===== config.mk =====
export PLATFORM = sky130hd
export DESIGN_NAME = sorf_queue
export DESIGN_NICKNAME = d
export VERILOG_FILES = /design/src/hw/rtl/sorf_queue.sv
export SDC_FILE = /design/constraint.sdc
export NUM_CORES = 1
export LEC_CHECK = 0
export BUFFER_PORTS_ARGS = -buffer_cell sky130_fd_sc_hd__buf_2
export CORE_ASPECT_RATIO = 1.2
export CORE_MARGIN = 10
export CORE_UTILIZATION = 50
export CTS_CLUSTER_SIZE = 30
export DETAILED_ROUTE_END_ITERATION = 8
export GPL_TIMING_DRIVEN = 0
export HOLD_SLACK_MARGIN = 0.15
export PLACE_DENSITY_LB_ADDON = 0.3
export SLEW_MARGIN = 25
export SYNTH_ARGS = -nofsm -noshare
export SYNTH_HDL_FRONTEND = slang
export SYNTH_SLANG_ARGS = --single-unit

===== constraint.sdc =====
create_clock -name aclk -period 1.6 [get_ports aclk]
set_clock_uncertainty 0.15 [all_clocks]
set_input_delay 0.16 -clock aclk [delete_from_list [all_inputs] [get_ports aclk]]
set_output_delay 0.16 -clock aclk [all_outputs]
set_load 0.02 [all_outputs]

===== src/hw/rtl/sorf_queue.sv =====
// small fifo of pull commands between front and back
// no dependencies
`default_nettype none
module sorf_queue #(
    parameter int AW = 10
) (
    input  wire logic          aclk,
    input  wire logic          aresetn,
    input  wire logic          wr,
    input  wire logic          wr_valid,
    input  wire logic [AW-1:0] wr_addr,
    input  wire logic          wr_last,
    output logic               full,
    output logic               empty,
    input  wire logic          rd,
    output logic               rd_valid,
    output logic [AW-1:0]      rd_addr,
    output logic               rd_last
);
    logic [AW+1:0] mem [4];
    logic [1:0] wp_reg, rp_reg;
    logic [2:0] cnt_reg;

    assign full  = cnt_reg == 3'd4;
    assign empty = cnt_reg == 3'd0;
    assign {rd_valid, rd_addr, rd_last} = mem[rp_reg];

    always_ff @(posedge aclk) begin
        if (wr) mem[wp_reg] <= {wr_valid, wr_addr, wr_last};
    end

    always_ff @(posedge aclk) begin
        if (!aresetn) begin
            wp_reg <= '0;
            rp_reg <= '0;
            cnt_reg <= '0;
        end else begin
            if (wr) wp_reg <= wp_reg + 1'b1;
            if (rd) rp_reg <= rp_reg + 1'b1;
            cnt_reg <= cnt_reg + {2'd0, wr} - {2'd0, rd};
        end
    end
endmodule
`default_nettype wire


=== Word level (Yosys, flattened, before mapping) ===
Memory sizes are Yosys's and may differ from the RTL's. A register that Yosys moved wholly into a read port is not among the register bits.
Index checks and enable logic that the tools add are counted.

* ROM bits: 0
* Bits in writable memories: 48
* Memories: 1
* Input bits: 16
* Latch bits: 0
* Register bits after elaboration: 7

* Equal/unequal tests: 1
* Reductions and logical operators: 1
* Bitwise gates (word level): 0
* Shift operators: 0
* Add/subtract/negate cells: 4
* Div/mod/pow operators: 0
* Magnitude comparators: 0
* Multipliers: 0
* Multiplexer cells: 4

{| class="wikitable"
|+ Memories
! name !! depth !! bits a word !! read ports !! clocked after memory_dff !! write ports !! RTL line !! RTL
|-
| mem || 4 || 12 || 1 || 1 || 1 || 20 || <nowiki>logic [AW+1:0] mem [4];</nowiki>
|}

{| class="wikitable"
|+ Operators with widths
! kind !! count
|-
| 2-bit by 1-bit adder with 2-bit output, second input constant || 2
|-
| 2-bit 2-to-1 mux || 2
|-
| 3-bit by 1-bit adder with 3-bit output || 1
|-
| 3-bit == test, second input constant || 1
|-
| 3-bit logical NOT || 1
|-
| 3-bit by 1-bit subtractor with 3-bit output || 1
|-
| 1-bit 2-to-1 mux || 2
|}

=== Longest topological paths before layout ===
Gate-level depths: netlist of run 1.

* Depth after elaboration: 3
* Mapped depth: 7

=== Worst setup path before layout of run 1 ===
OpenSTA, ideal clock, no wires.

* Path kind: reg2reg
* From: register cnt_reg[0]
* To: register cnt_reg[2]
* Slack: -0.059 ns
* Data arrival time: 1.392 ns
* Library setup time: 0.117 ns
* Data required time: 1.333 ns
* Cell stages (with the launch flop): 8
* Buffers on the path: 0
* Path through: dfxtp_1 inv_1 ha_1 inv_1 ha_1 fa_1 xor3_1 nor2_1

* Word-level cells in the longest chain between the ends: 2

{| class="wikitable"
|+ Ends and longest elaborated chain
! what !! RTL line !! RTL
|-
| start: declaration || 22 || <nowiki>logic [2:0] cnt_reg;</nowiki>
|-
| start signal: assignment || 40 || <nowiki>cnt_reg <= cnt_reg + {2'd0, wr} - {2'd0, rd};</nowiki>
|-
| 3-bit by 1-bit adder with 3-bit output || 40 ||
|-
| 3-bit by 1-bit subtractor with 3-bit output || 40 ||
|}

No other way between the ends.
A chain may end at the register's enable or synchronous reset.

==> results.md, run 1 <==
* Outcome: finished, violations left
* Failing checks: negative setup slack
* Final WL at 3.95 mm
* FILL cells at 293
* IO Count at 30
* Slew margin rel. at 76.7%
* Endpoints failing hold at 0
* Via-per-instance ratio at 4.98
* Clk slew on worst S/H paths at 0.05 ns
* Routed vias at 1126
* Static leakage at 1.04 nW
* IO buf count at 29
* Max reg flops at 48
* Post-layout power at 3.43 mW
* CP Cell Sequence: buf_8 > mux4_2 > buf_6
* Final cell count without fillers at 226
* CP max FO at 5
* Syn_area_per_cell at 20.7 µm²
* Number of global-route vias before repair at 1313
* Worst path max stage delay at 0.52 ns
* Syn nets at 128
* Unrepaired setup endpoints after global routing: yes
* ANT cells at 0
* CP required at 1.29 ns
* Post-DP HPWL at 2.52 mm
* Total clock buffers created by CTS at 9
* Slew @ Worst Pin at 0.349 ns
* Grt ovf at 0
* Min Clock Period, post-route at 1.83 ns
* Clk Latency, worst-skew pair at 0.32 ns
* PwrDens at 1190 mW/mm²
* GRT Total Usage at 12.4%
* Avg WL per Cell at 17.5 µm
* Die width at 80.3 µm
* Synthesized cell area at 0.00218 mm²
* Sequential fraction of the synthesis area at 74.4%
* Setup slack at placement at -0.129 ns
* Initial antenna violation count at 0
* Die area at 0.00741 mm²
* Final instance area at 0.00288 mm²
* Seq cells post-synth at 57
* CP Launch Type: register
* Final setup fails at 14
* Cells after synthesis at 105
* Post-route ant nets at 0
* Initial DRT Pass Iterations at 4
* Largest net degree at the start of global routing at 13
* Inst Count DP at 190
* Max clock buf depth at 2
* Distinct cell type count after synthesis at 19
* FMAX at 0.546 GHz
* Syn-to-layout area delta at 32.1%
* CTS Root Cell: clkbuf_8
* Share of layout cells above drive strength 1 at 41.2%
* Tcrit/Tclk final at 114%
* Initial Util at 51.5%
* YS warnings at 0
* VDD IR-drop max at 0.659 mV
* Min-Delay Path Class: in -> reg
* CTS H-tree lvls at 3
* Setup TNS at -2.61 ns
* Core ar. at 0.00423 mm²
* Global-route wire length before repair at 6.75 mm
* Clk sink count at 57
* Fin nets at 188
* Crit path kind: reg -> out
* CP Capture Type: output port
* Area of placed instances at 0.00240 mm²
* Max Cap Viol at 0
* Final worst setup slack at -0.231 ns
* Worst Path Arrival at 1.52 ns
* DRC Markers at 0
* Row count at 26
* Worst path slowest cell: mux4_2
* CTS tree: yes
* Initial DRC count at 64
* Routability cong. at 0.674
* FF-to-FF setup slack at -0.05 ns
* Die height at 92.3 µm
* Pins over their slew limit at 0
[Yosys cell counts]
cell / n / area (µm²)
nor2_1: 5 / 18.8
and3_1: 1 / 6.26
mux2i_1: 1 / 10.0
mux4_2: 10 / 225
mux4_1: 2 / 52.6
ha_1: 6 / 75.1
fa_1: 1 / 20.0
buf_2: 1 / 5.00
nor3_1: 1 / 5.00
inv_1: 7 / 26.3
a21bo_2: 1 / 10.0
buf_6: 1 / 11.3
nand3b_1: 1 / 7.51
xor3_1: 1 / 23.8
a21oi_1: 1 / 5.00
edfxtp_1: 48 / 1440
and2_1: 6 / 37.5
dfxtp_1: 9 / 180
xnor2_1: 2 / 17.5
[kinds of logic (layout without fill, tap and decap cells)]
group | count (synthesis) | in the layout | share of synthesized area, %
AO/OA/AOI/OAI | 2 | 2 | 0.689
flip-flops | 57 | 57 | 74.4
multiplexers | 13 | 13 | 13.2
adder cells (fa/ha/maj) | 7 | 7 | 4.37
buffers and inverters | 9 | 74 | 1.95
XOR/XNOR | 3 | 3 | 1.90
AND/OR/NAND/NOR | 14 | 14 | 3.45
[where the power goes]
group	switching (mW)	leakage (nW)	internal, mW
Combinational	0.285	0.453	0.352
Sequential	0.0488	0.516	1.71
Clock	0.479	0.0737	0.553
[final cells by class]
class | count | area [µm²] | area share (%)
timing repair buffer | 49 | 434 | 15.1
sequential | 57 | 1630 | 56.5
inverter | 7 | 28.8 | 1.00
clock inverter | 2 | 7.51 | 0.261
clock buffer | 14 | 143 | 4.96
buffer | 2 | 22.5 | 0.783
multi-input combinational | 39 | 544 | 18.9
tap | 56 | 70.1 | 2.44
[critical path, delay by kind of cell (launching register included)]
family	cells	cell delay (ns)
muxes	1	0.52
DFF	1	0.39
buffers and inverters	2	0.29
[worst paths after layout]
check,startpoint,end,cells after the start
setup / recovery,register,rd_addr[1],3
hold / removal,rd,cnt_reg[0]$_SDFF_PN0_,5
setup reg to reg,cnt_reg[0]$_SDFF_PN0_,cnt_reg[1]$_SDFF_PN0_,6
hold reg to reg,rp_reg[0]$_SDFFE_PN0P_,rp_reg[1]$_SDFFE_PN0P_,2
[per-layer routing]
metal  track usage, %  up-vias  share of wire [%]
li1                 -      528                  -
met1             12.7      556                 37
met2             20.6       35                 55
met4             7.21        0                1.4
met5                0        -                  0
met3             5.03        7                6.2
[metrics by stage]
stage	util, %	hold slack, ns
final	68.0	0.300
after global routing	68.0	0.339
after CTS	67.5	0.288
after detailed placement	56.7	0.231
after global placement	56.7	0.220
after floorplan	-	0.109
[cell usage in the layout (no fill, tap or decap), types with 2 or more instances in the layout]
| cell type | count |
|---|---|
| ha_4 | 2 |
| nor2_1 | 5 |
| dfxtp_1 | 7 |
| and2_1 | 2 |
| clkbuf_1 | 5 |
| buf_6 | 13 |
| buf_4 | 4 |
| and2_2 | 4 |
| xnor2_1 | 2 |
| dlygate4sd3_1 | 15 |
| clkbuf_8 | 9 |
| inv_1 | 5 |
| ha_1 | 4 |
| buf_2 | 16 |
| clkinv_1 | 2 |
| edfxtp_1 | 48 |
| mux4_2 | 12 |
[timing repair]
action | CTS | global route
pin swaps | 3 | 3
setup endpoints to repair | 62 | 14
gates resized for setup | 40 | 5
hold buffers | 15 | 0
endpoints found under the hold margin | 57 | 0
buffers inserted | 3 | 1
gates cloned | 1 | 0
Note: power is estimated with default switching activity, not from simulation.
==> run 2, diff against run 1 <==
REMOVE_ABC_BUFFERS = 1   (was default)
==> results.md, run 2 (synthesis results as in run 1) <==
* Clk sink count at 57 (unchanged)
* Final WL at 3.68 mm (-6.9%)
* Commonest non-fill, non-tap cells in the layout: 48 x edfxtp_1, 17 x buf_2, 15 x dlygate4sd3_1
* GRT met3 Usage at 4.26% (-0.77 points)
* PwrDens at 1250 mW/mm² (+4.7%)
* Max clock buf depth at 2 (unchanged)
* Routed vias at 1104 (-2.0%)
* Most common cell after layout, fill and taps aside: edfxtp_1
* Routability cong. at 0.727 (+7.9%)
* Pins over their slew limit at 0 (unchanged)
* Post-route ant nets at 0 (unchanged)
* CTS H-tree lvls at 3 (unchanged)
* Setup TNS at -2.21 ns (+0.399 ns)
* VDD IR-drop max at 1.24 mV (+89%)
* DRC Markers at 0 (unchanged)
* Number of global-route vias before repair at 1306 (-0.53%)
* Post-DP HPWL at 2.43 mm (-3.7%)
* Initial DRT Pass Iterations at 4 (unchanged)
* Via-per-instance ratio at 5.00 (+0.26%)
* Clock Power Share at 33.8% (+3.7 points)
* CP Launch Type: register
* Fin nets at 183 (-2.7%)
* Avg WL per Cell at 16.6 µm (-4.8%)
* CP required at 1.29 ns (about the same)
* Syn-to-layout area delta at 31.4%
* Busiest layer in global routing: met2
* Total clock buffers created by CTS at 9 (unchanged)
* Unrepaired setup endpoints after global routing: yes
* Final instance area at 0.00286 mm² (-0.52%)
* FF-to-FF setup slack at -0.09 ns (-0.04 ns)
* Initial Util at 51.5% (unchanged)
* Global-route wire length before repair at 6.20 mm (-8.2%)
* Min-Delay Path Class: in -> reg
* IO buf count at 29 (unchanged)
* Max Cap Viol at 0 (unchanged)
* Grt ovf at 0 (unchanged)
* Max reg flops at 48 (unchanged)
* Static leakage at 1.03 nW (-0.90%)
* Worst Path Arrival at 1.48 ns (-0.04 ns)
* Min Clock Period, post-route at 1.79 ns (-0.0429 ns)
* Slew margin rel. at 76.9% (+0.14 points)
* Die area at 0.00741 mm² (unchanged)
* Share of layout cells above drive strength 1 at 42.4% (+1.2 points)
* GRT met1 Usage at 11.4% (-1.3 points)
* Failing checks: negative setup slack
* Logic pwr share at 16.9% (-1.7 points)
* Row count at 26 (unchanged)
* Core ar. at 0.00423 mm² (unchanged)
* ANT cells at 0 (unchanged)
* FMAX at 0.559 GHz (+2.4%)
* Clk slew on worst S/H paths at 0.06 ns (about the same)
* GRT Total Usage at 11.2% (-1.2 points)
* Switching share of power at 23.5% (-0.24 points)
* Final setup fails at 14 (unchanged)
* CP Capture Type: output port
* Post-layout power at 3.57 mW (+4.2%)
* Setup slack at placement at -0.402 ns (-0.273 ns)
* Core Util, Final at 67.7% (-0.36 points)
* Endpoints failing hold at 0 (unchanged)
* Slew @ Worst Pin at 0.347 ns (-0.00206 ns)
* Clk Latency, worst-skew pair at 0.31 ns (about the same)
* Outcome: finished, violations left
* CTS tree: yes
* Worst Hold Launch: wr
* Part of the power in registers at 49.3% (-2.0 points)
* Internal power at 2.73 mW (+4.5%)
* CP max FO at 7 (+2)
* Initial DRC count at 81 (+27%)
* Area of placed instances at 0.00238 mm² (-0.78%)
* FILL cells at 291 (-0.68%)
* Die width at 80.3 µm (unchanged)
* Die height at 92.3 µm (unchanged)
* Final worst setup slack at -0.188 ns (+0.0429 ns)
* IO Count at 30 (unchanged)
* FF-to-FF Start: cnt_reg[0]$_SDFF_PN0_
* Net Switching at 838 µW (+3.1%)
* Tcrit/Tclk final at 112% (-2.7 points)
* Largest net degree at the start of global routing at 13 (unchanged)
* Crit path kind: reg -> out
* Met2 Usage GRT at 20.0% (-0.67 points)
* Initial antenna violation count at 0 (unchanged)
* CTS Root Cell: clkbuf_8
## run 2: cell count changes in the layout (fill, tap and decap cells not counted), sizes merged
cell	before	now
bufinv	0	1
clkbuf	15	9
clkinv	2	4
clkinvlp	0	2
buf	35	31
## run 2: metrics by stage
stage                     hold slack, ns  instances
after floorplan                    0.109        103
after global placement             0.220        188
after detailed placement           0.228        188
after CTS                          0.291        221
after global routing               0.306        221
final                              0.311        221
## run 2: power groups by stage
| stage | clock (mW) | sequential [mW] | combinational, mW |
|---|---|---|---|
| 2_1_floorplan | 0 | 1.78 | 0.301 |
| 3_3_place_gp | 0 | 1.79 | 0.416 |
| 3_5_place_dp | 0 | 1.81 | 0.448 |
| 4_1_cts | 1.25 | 1.76 | 0.611 |
| 5_1_grt | 1.31 | 1.77 | 0.652 |
| 6_report | 1.21 | 1.76 | 0.602 |
## run 2: layout make-up
class	instances	area, µm²	share of cell area [%]
Clock buffer	9	124	4.33
Multi-Input combinational cell	39	542	18.9
Sequential cell	57	1630	56.9
Clock inverter	7	61.3	2.14
Timing Repair Buffer	46	410	14.3
Tap cell	56	70.1	2.45
Inverter	7	26.3	0.918
## run 2: timing repair
action | in CTS | in global routing
resized for setup | 41 | 0
pin swaps | 4 | 2
setup buffers | 2 | 0
hold buffers | 15 | 0
endpoints found under the hold margin | 57 | 0
setup endpoints to repair | 62 | 14
## run 2: final timing paths
path | endpoint | cells after the start
setup reg to reg | cnt_reg[2]$_SDFF_PN0_ | 7
setup / recovery | rd_addr[5] | 3
hold / removal | mem[2][4]$_DFFE_PP_ | 2
hold reg to reg | register | 2
## run 2: worst max-delay path: stages (launching register included)
cell and delay, ns:
dfxtp_4 0.37, buf_12 0.13, mux4_2 0.51, buf_6 0.15
## run 2: metal layers
| metal | part of all wire [%] | routed length [µm] |
|---|---|---|
| met4 | 0 | 0 |
| met1 | 38 | 1400 |
| met2 | 56 | 2060 |
| met5 | 0 | 0 |
| met3 | 6.1 | 226 |
