[src/hw/rtl/sorf_pkg.sv]
// shared constants, types and the scale table for the structured orthogonal random features block
// no dependencies
`default_nettype none
package sorf_pkg;
    localparam int MaxLength   = 1024;
    localparam int SampleWidth = 16;
    localparam int StoreWidth  = 40;
    localparam int ScaleWidth  = 17;

    typedef enum logic {
        REQ_PUSH = 1'b0,
        REQ_PULL = 1'b1
    } req_t;

    typedef struct packed {
        logic       pull;
        logic [9:0] addr;
        logic       is_last;
        logic       active;
    } cmd_t;

    function automatic logic [ScaleWidth-1:0] scale_q16(input logic [4:0] l);
        logic [ScaleWidth-1:0] s;
        begin
            case (l)
                5'd0:  s = 17'd65536;
                5'd1:  s = 17'd46341;
                5'd2:  s = 17'd32768;
                5'd3:  s = 17'd23170;
                5'd4:  s = 17'd16384;
                5'd5:  s = 17'd11585;
                5'd6:  s = 17'd8192;
                5'd7:  s = 17'd5793;
                5'd8:  s = 17'd4096;
                5'd9:  s = 17'd2896;
                5'd10: s = 17'd2048;
                5'd11: s = 17'd1448;
                5'd12: s = 17'd1024;
                5'd13: s = 17'd724;
                5'd14: s = 17'd512;
                5'd15: s = 17'd362;
                5'd16: s = 17'd256;
                default: s = 17'd256;
            endcase
            return s;
        end
    endfunction
endpackage
`default_nettype wire

[src/hw/rtl/sorf_front.sv]
// front end: accepts items, tracks load and drain counts, emits commands to the queue
// depends on sorf_pkg
`default_nettype none
module sorf_front #(
    parameter int MAX_LENGTH   = sorf_pkg::MaxLength,
    parameter int SAMPLE_WIDTH = sorf_pkg::SampleWidth,
    localparam int AW = (MAX_LENGTH > 1) ? $clog2(MAX_LENGTH) : 1,
    localparam int FL = $clog2(MAX_LENGTH + 1) - 1,
    localparam int LMAX = (FL > 10) ? 10 : FL
) (
    input  wire logic                    aclk,
    input  wire logic                    aresetn,
    input  wire logic [3:0]              log2_length,
    input  wire logic                    s_valid,
    output logic                         s_ready,
    input  wire logic                    s_req_type,
    input  wire logic [SAMPLE_WIDTH-1:0] s_sample,
    input  wire logic                    s_sign_first,
    input  wire logic                    s_sign_second,
    input  wire logic                    s_sign_third,
    // load interface into the store
    output logic                         ld_we,
    output logic [AW-1:0]                ld_addr,
    output logic [sorf_pkg::StoreWidth-1:0] ld_data,
    output logic [2:0]                   ld_signs,
    // transform start
    output logic                         go,
    output logic [3:0]                   go_log2,
    input  wire logic                    busy,
    input  wire logic                    draining,
    // pull command queue
    output logic                         q_push,
    output logic                         q_pull_valid,
    output logic [AW-1:0]                q_addr,
    output logic                         q_last,
    input  wire logic                    q_full
);
    logic [AW:0] load_cnt_reg, load_cnt_next;
    logic [AW:0] drain_cnt_reg, drain_cnt_next;
    logic [AW:0] drain_len_reg, drain_len_next;
    logic        pend_reg, pend_next;
    logic [3:0]  eff;
    logic [AW:0] n;
    logic [AW:0] idx;
    logic        acc;

    always_comb begin
        eff = log2_length;
        if (eff < 4'd1) eff = 4'd1;
        if (eff > 4'(LMAX)) eff = 4'(LMAX);
        n = (AW+1)'(1) << eff;
    end

    // a push waits until earlier pulls have read the store
    assign s_ready = !busy && !q_full && !(s_req_type == sorf_pkg::REQ_PUSH && draining);
    assign acc = s_valid && s_ready;

    always_comb begin
        load_cnt_next  = load_cnt_reg;
        drain_cnt_next = drain_cnt_reg;
        drain_len_next = drain_len_reg;
        pend_next      = pend_reg;
        ld_we = 1'b0;
        go = 1'b0;
        q_push = 1'b0;
        q_pull_valid = 1'b0;
        q_last = 1'b0;
        idx = (load_cnt_reg >= n) ? n - 1'b1 : load_cnt_reg;
        ld_addr = idx[AW-1:0];
        q_addr = drain_cnt_reg[AW-1:0];
        ld_data = {{(sorf_pkg::StoreWidth-SAMPLE_WIDTH-8){s_sample[SAMPLE_WIDTH-1]}},
                   s_sample, 8'd0};
        ld_signs = {s_sign_third, s_sign_second, s_sign_first};
        go_log2 = eff;
        if (acc) begin
            if (s_req_type == sorf_pkg::REQ_PUSH) begin
                if (!pend_reg) begin
                    ld_we = 1'b1;
                    load_cnt_next = idx + 1'b1;
                    if (idx + 1'b1 == n) begin
                        go = 1'b1;
                        pend_next = 1'b1;
                        drain_cnt_next = '0;
                        drain_len_next = n;
                        load_cnt_next = '0;
                    end
                end
            end else begin
                q_push = 1'b1;
                if (pend_reg) begin
                    q_pull_valid = 1'b1;
                    q_last = (drain_cnt_reg + 1'b1 == drain_len_reg);
                    drain_cnt_next = drain_cnt_reg + 1'b1;
                    if (drain_cnt_reg + 1'b1 >= drain_len_reg) begin
                        pend_next = 1'b0;
                        drain_cnt_next = '0;
                        load_cnt_next = '0;
                    end
                end
            end
        end
    end

    always_ff @(posedge aclk) begin
        if (!aresetn) begin
            load_cnt_reg  <= '0;
            drain_cnt_reg <= '0;
            drain_len_reg <= (AW+1)'(1);
            pend_reg      <= 1'b0;
        end else begin
            load_cnt_reg  <= load_cnt_next;
            drain_cnt_reg <= drain_cnt_next;
            drain_len_reg <= drain_len_next;
            pend_reg      <= pend_next;
        end
    end
endmodule
`default_nettype wire

[config.mk]
export PLATFORM = sky130hd
export DESIGN_NAME = sorf_front
export DESIGN_NICKNAME = d
export VERILOG_FILES = /design/src/hw/rtl/sorf_pkg.sv /design/src/hw/rtl/sorf_front.sv
export SDC_FILE = /design/constraint.sdc
export NUM_CORES = 1
export LEC_CHECK = 0
export BUFFER_PORTS_ARGS = -buffer_cell sky130_fd_sc_hd__buf_2
export CORE_AREA = 5 5 79 153
export CTS_BUF_LIST = sky130_fd_sc_hd__clkbuf_4 sky130_fd_sc_hd__clkbuf_8 sky130_fd_sc_hd__clkbuf_16
export CTS_CLUSTER_SIZE = 28
export DETAILED_ROUTE_END_ITERATION = 12
export DIE_AREA = 0 0 84 158
export GPL_ROUTABILITY_DRIVEN = 1
export PLACE_DENSITY = 0.67
export SETUP_SLACK_MARGIN = 0.1
export SYNTH_ARGS = -nofsm -noshare
export SYNTH_HDL_FRONTEND = slang
export SYNTH_SLANG_ARGS = --single-unit
[constraint.sdc]
create_clock -name aclk -period 10.7 [get_ports aclk]
set_input_delay 1.605 -clock aclk [delete_from_list [all_inputs] [get_ports aclk]]
set_output_delay 1.605 -clock aclk [all_outputs]
set_load 0.05 [all_outputs]
Yosys cells after proc, flatten, opt, wreduce, memory -nomap -nowiden
Index checks and enable logic that the tools add are counted.
Storage, ports and cells
  register bits after elaboration: 34
  input bits: 30
  word-level logic and storage cells: 62
Operators by class
  add/subtract/negate cells: 3
  order comparisons: 4
  eq/ne operators: 5
  shifts and indexed selects: 1
  mux-type cells: 32
  bitwise logic cells: 2
  reduce and logical (&&, ||, !) cells: 11
Operators with widths (number)
  $mux W11: 11
  $add A11 B1 Y11 const B: 2
  $eq A11 B11 Y1: 2
  $ge A11 B11 Y1: 2
  $mux W1: 19
  $reduce_and A4 Y1: 3
  $shl A1 B4 Y11 const A: 1
  $sub A11 B1 Y11 const B: 1
  $mux W4: 2
  $gt A4 B4 Y1 const B: 1
  $logic_and A1 B1 Y1: 4
  $lt A4 B1 Y1 const B: 1
  $ne A2 B1 Y1 const B: 2
  $logic_not A1 Y1: 3
  $ne A2 B2 Y1 const B: 1
  $not A1 Y1: 2
  $reduce_bool A2 Y1: 1

Depth between registers and ports, before layout
  word-level depth: 13
  depth in mapped cells: 26
  gate-level depth less buffers: 20

Least setup slack after synthesis
No wires, ideal clock.
  kind: input -> output
  from: input port log2_length[2]
  to: output port go
  data arrival time: 7.462 ns
  data required time: 9.095 ns
  path slack: 1.633 ns
  cell stages on the path: 23
  cells stage by stage: buf_2 nand2b_1 inv_1 nand3_1 ha_1 nand4_1 or2_0 or3_1 clkbuf_1 nand2_1 clkbuf_1 nor2_1 a21oi_1 ha_1 inv_1 or4_4 xnor2_1 a221oi_2 a32oi_1 a2111oi_4 nand3_4 inv_6 buf_12
On the way
  longest elaborated chain between the ends: 13
  elaborated cells on any way between the ends: 14
  classes of those cells: 2 x add/sub; 3 x order compare; 1 x eq/ne; 1 x shift; 7 x mux
RTL lines
  from (decl): RTL line sorf_front.sv:13  | input wire logic [3:0] log2_length,
  $lt A4 B1 Y1: RTL line sorf_front.sv:49  | if (eff < 4'd1) eff = 4'd1;
  $mux W4 (*): RTL line sorf_front.sv:49
  $gt A4 B4 Y1: RTL line sorf_front.sv:50  | if (eff > 4'(LMAX)) eff = 4'(LMAX);
  $mux W4 (*): RTL line sorf_front.sv:50
  via go_log2[2]: RTL line sorf_front.sv:28  | output logic [3:0] go_log2,
  $shl A1 B4 Y11 (*): RTL line sorf_front.sv:51  | n = (AW+1)'(1) << eff;
  $sub A11 B1 Y11 / $ge A11 B11 Y1 (equally long branches): RTL line sorf_front.sv:68  | idx = (load_cnt_reg >= n) ? n - 1'b1 : load_cnt_reg;
  $mux W11 (*): RTL line sorf_front.sv:68
  via ld_addr[1]: RTL line sorf_front.sv:23  | output logic [AW-1:0] ld_addr,
  $add A11 B1 Y11 (*): RTL line sorf_front.sv:80  | if (idx + 1'b1 == n) begin
  $eq A11 B11 Y1 (*): RTL line sorf_front.sv:80
  $mux W1 (*): RTL line sorf_front.sv:80
  $mux W1 (*): RTL line sorf_front.sv:77  | if (!pend_reg) begin
  $mux W1 (*): RTL line sorf_front.sv:76  | if (s_req_type == sorf_pkg::REQ_PUSH) begin
  $mux W1 (*): RTL line sorf_front.sv:75  | if (acc) begin
  to (decl): RTL line sorf_front.sv:27  | output logic go,
The timed path passes the listed nets; every way through them passes the cells marked *.

Worst setup path in the final report
  from: input port log2_length[3]
  to: output port go
On the way
  longest elaborated chain between the ends: 13
  elaborated cells on any way between the ends: 14
  classes of those cells: 2 x add/sub; 3 x order compare; 1 x eq/ne; 1 x shift; 7 x mux
RTL lines (RTL line)
  $lt A4 B1 Y1: sorf_front.sv:49
  $mux W4 (*): sorf_front.sv:49
  $gt A4 B4 Y1: sorf_front.sv:50
  $mux W4 (*): sorf_front.sv:50
  $shl A1 B4 Y11 (*): sorf_front.sv:51
  $sub A11 B1 Y11 / $ge A11 B11 Y1 (equally long branches): sorf_front.sv:68
  $mux W11: sorf_front.sv:68
  $add A11 B1 Y11: sorf_front.sv:80
  $eq A11 B11 Y1 (*): sorf_front.sv:80
  $mux W1 (*): sorf_front.sv:80
  $mux W1 (*): sorf_front.sv:77
  $mux W1 (*): sorf_front.sv:76
  $mux W1 (*): sorf_front.sv:75
Mark *: on every way between the ends. The rest lies on a longest branch, timed or not.

==> run summary <==
H-tree Lvls: 2
Final Net Count: 537
most frequently used flop master after synthesis: dfxtp_1
Critical Path RT: 9.10 ns
post-DR vias/cell: 5.91
# DRC: 0
CTS tree: yes
status: finished, final reports clean
post-layout utilization of the core: 35.3%
class of the worst hold path: flip-flop to flip-flop
CP Launch Type: primary input
die width: 84 µm
Worst VDD drop: 0.000103 V
Final Hold Vio Count: 0
reg2reg end: load_cnt_reg[8]
Max Transition Viols Final: 0
CP Max Fanout: 23
Layout Cells excl Fill: 623
total power: 0.459 mW
Cell Pwr Density: 120 nW/µm²
switching share of power: 35.6%
placed cell areas: 3620 µm²
ys async rst share: 0%
slew margin rel.: 36.2%
worst-skew pair later-pin latency: 0.29 ns
vias in the first global route: 3654
Global Route Usage Sum: 18.8%
Clock Power Share: 42.2%
Net Switching: 0.163 mW
part of the power in combinational logic: 29.8%
drt wl/cell: 20.0 µm
pin count of the biggest net entering global routing: 35
Post-Syn Instances: 506
CTS Sinks: 34
slew of the pin with the lowest slew margin: 0.944 ns
core area: 10800 µm²
Worst-path clk slew: 0.06 ns
crit path DAT: 7.76 ns
Ports: 103
vias: 3680
Sequential Power Share: 28.1%
number of synthesis warnings: 0
Worst Hold End: drain_len_reg[2]
initial core utilization: 34.6%
drt first pass iters: 5
FF/Latch Area: 681 µm²
fillers: 1137
Final Setup Violations: 0
Mean Syn Cell Area: 7.39 µm²
Leakage Power: 1.47 nW
Max Cap Viol: 0
RSZ-0062 raised after global routing: false
crit path capture type: output pin
final wirelength: 12500 µm
EDFF count, synth: 0
post-DP HPWL: 9870 µm
largest area contributor in the netlist: dfxtp_1
Starting DRT DRC Count: 206
FMAX: 107 MHz
post-CTS setup buffers: 0
number of diodes: 0
Cells on Worst Hold Path: 2
first-pass GRT wire length: 19500 µm
placed cell count: 615
DRT antenna net count: 0
TritonCTS Buffers: 5
cell area after layout: 3810 µm²
Area Growth Syn to Fin: 2.01%
worst reg2reg path startpoint: load_cnt_reg[2]
HP Start: drain_len_reg[2]
Cell Area, Synth: 3740 µm²
Synth cell types: 66
Worst R2R Setup Slack: 5.23 ns
GRT overflow: 0
Yosys top cell area share: 18.2%
Pint: 0.296 mW
final setup TNS: 0 ns
Clock Tree Root: clkbuf_16
CP Class: primary input to output pin
die area: 13300 µm²
R2R cell count: 14
count of input and output buffers: 40
final worst path period need: 9.37 ns
Clock Tree Buf Depth: 2
multi-input logic area: 2430 µm²
Final period util: 87.5%
Seq cells post-synth: 34
post-synthesis sequential area ratio: 18.2%
PostCTS Resize Cnt: 0
clk_skew: 0.00499 ns
num rows: 54
layout cells sized above 1: 14.7%
global placement routability congestion: 1.07
Post-CTS Hold Buffers: 0
Die H: 158 µm
synth top area cells: dfxtp_1 (18%), buf_4 (11%), ha_1 (8.4%)
initial antenna violation count: 0
power by group through the flow:
| stage | clock network (mW) | logic (mW) | registers (mW) |
|---|---|---|---|
| 3_5_place_dp | 0 | 0.134 | 0.132 |
| 5_1_grt | 0.200 | 0.145 | 0.129 |
| 4_1_cts | 0.194 | 0.135 | 0.129 |
| 2_1_floorplan | 0 | 0.138 | 0.131 |
| 3_3_place_gp | 0 | 0.134 | 0.132 |
| 6_report | 0.194 | 0.137 | 0.129 |
critical path: stages:
cell       delay (ns)
buf_2            0.32
nor4b_1          0.82
inv_1            0.12
ha_1             0.33
nand4_1          0.13
or2_0            0.31
or3_1            0.46
nand2_1          0.24
nor2_1           0.08
a21oi_1          0.17
ha_1             0.50
inv_1            0.21
or4_4            0.59
xnor2_1          0.15
a221oi_2         0.24
a32oi_1          0.20
a2111oi_4        0.56
nand3_4          0.19
inv_6            0.21
buf_2            0.30
cells in the final DEF, fill, tap and decap left out, types with 6 or more instances in the layout:
cell type | synthesis | routed
nor3_1 | 16 | 16
o221ai_1 | 6 | 6
nand2b_1 | 6 | 6
xnor2_1 | 14 | 14
o31ai_1 | 9 | 9
a21oi_1 | 21 | 21
o21ai_0 | 28 | 28
buf_2 | 7 | 40
ha_1 | 25 | 25
o21ai_2 | 7 | 7
mux2i_1 | 6 | 6
a31oi_1 | 6 | 6
conb_1 | 2 | 10
nand2_1 | 49 | 49
dfxtp_1 | 34 | 34
inv_1 | 29 | 29
nand4_1 | 12 | 12
nand3_1 | 28 | 28
nor2_1 | 30 | 30
synthesized netlist by cell type, types with 3 or more instances:
cell type	instances
buf_4	54
nand2_1	49
dfxtp_1	34
nor2_1	30
inv_1	29
nand3_1	28
o21ai_0	28
ha_1	25
a21oi_1	21
clkbuf_1	18
nor3_1	16
xnor2_1	14
nand4_1	12
o31ai_1	9
buf_2	7
o21ai_2	7
a31oi_1	6
mux2i_1	6
nand2b_1	6
o221ai_1	6
a211oi_1	5
a21o_1	5
nor4_1	5
o21a_1	5
o311ai_0	5
or3_1	5
xor2_1	5
a2111oi_0	4
and2_1	4
nor2b_1	4
o22ai_1	4
o2bb2ai_1	4
a211o_1	3
o211ai_1	3
or2_2	3
area by class of cell:
type / count / share of cell area [%]
multi-input combinational: 369 / 63.8
timing repair buffer: 42 / 5.64
inverter: 30 / 3.08
clock buffer: 5 / 3.28
tap: 140 / 4.59
sequential: 34 / 17.8
clock inverter: 3 / 1.80
stage by stage:
stage	worst slack (ns)	hold slack [ns]
floorplan	1.63	0.431
global placement	1.77	0.448
detailed placement	1.51	0.451
CTS	1.50	0.465
global route	1.00	0.490
finish	1.33	0.459
cells by family (layout without fill, tap and decap cells):
family          after synthesis  after routing  synth area share (%)
compound gates              131            131                  25.1
xor+xnor                     19             19                  4.45
fa+ha+maj                    26             26                  8.63
buf+inv                     111             80                  17.6
flops                        34             34                  18.2
mux                           7              7                  1.91
other cells                   2             10                 0.201
simple gates                176            176                  24.0
layer usage:
| layer | GRT usage, % | wire length, µm | share of wire (%) | vias to the layer above |
|---|---|---|---|---|
| met1 | 16.5 | 3940 | 32 | 1704 |
| li1 | - | - | - | 1722 |
| met5 | 0 | 0 | 0 | - |
| met2 | 36.6 | 6760 | 54 | 184 |
| met3 | 2.92 | 754 | 6.0 | 70 |
| met4 | 15.6 | 1020 | 8.2 | 0 |
how the worst max path moves through the flow:
stage | slack, ns | startpoint | to | cells past startpoint
final | 1.33 | log2_length[3] | go | 20
after floorplan | 1.63 | log2_length[2] | go | 23
after detailed placement | 1.51 | log2_length[3] | go | 20
after global placement | 1.77 | log2_length[3] | go | 20
after CTS | 1.50 | log2_length[3] | go | 20
after global routing | 1.0 | log2_length[3] | go | 20
Note: power is estimated with default switching activity, not from simulation.
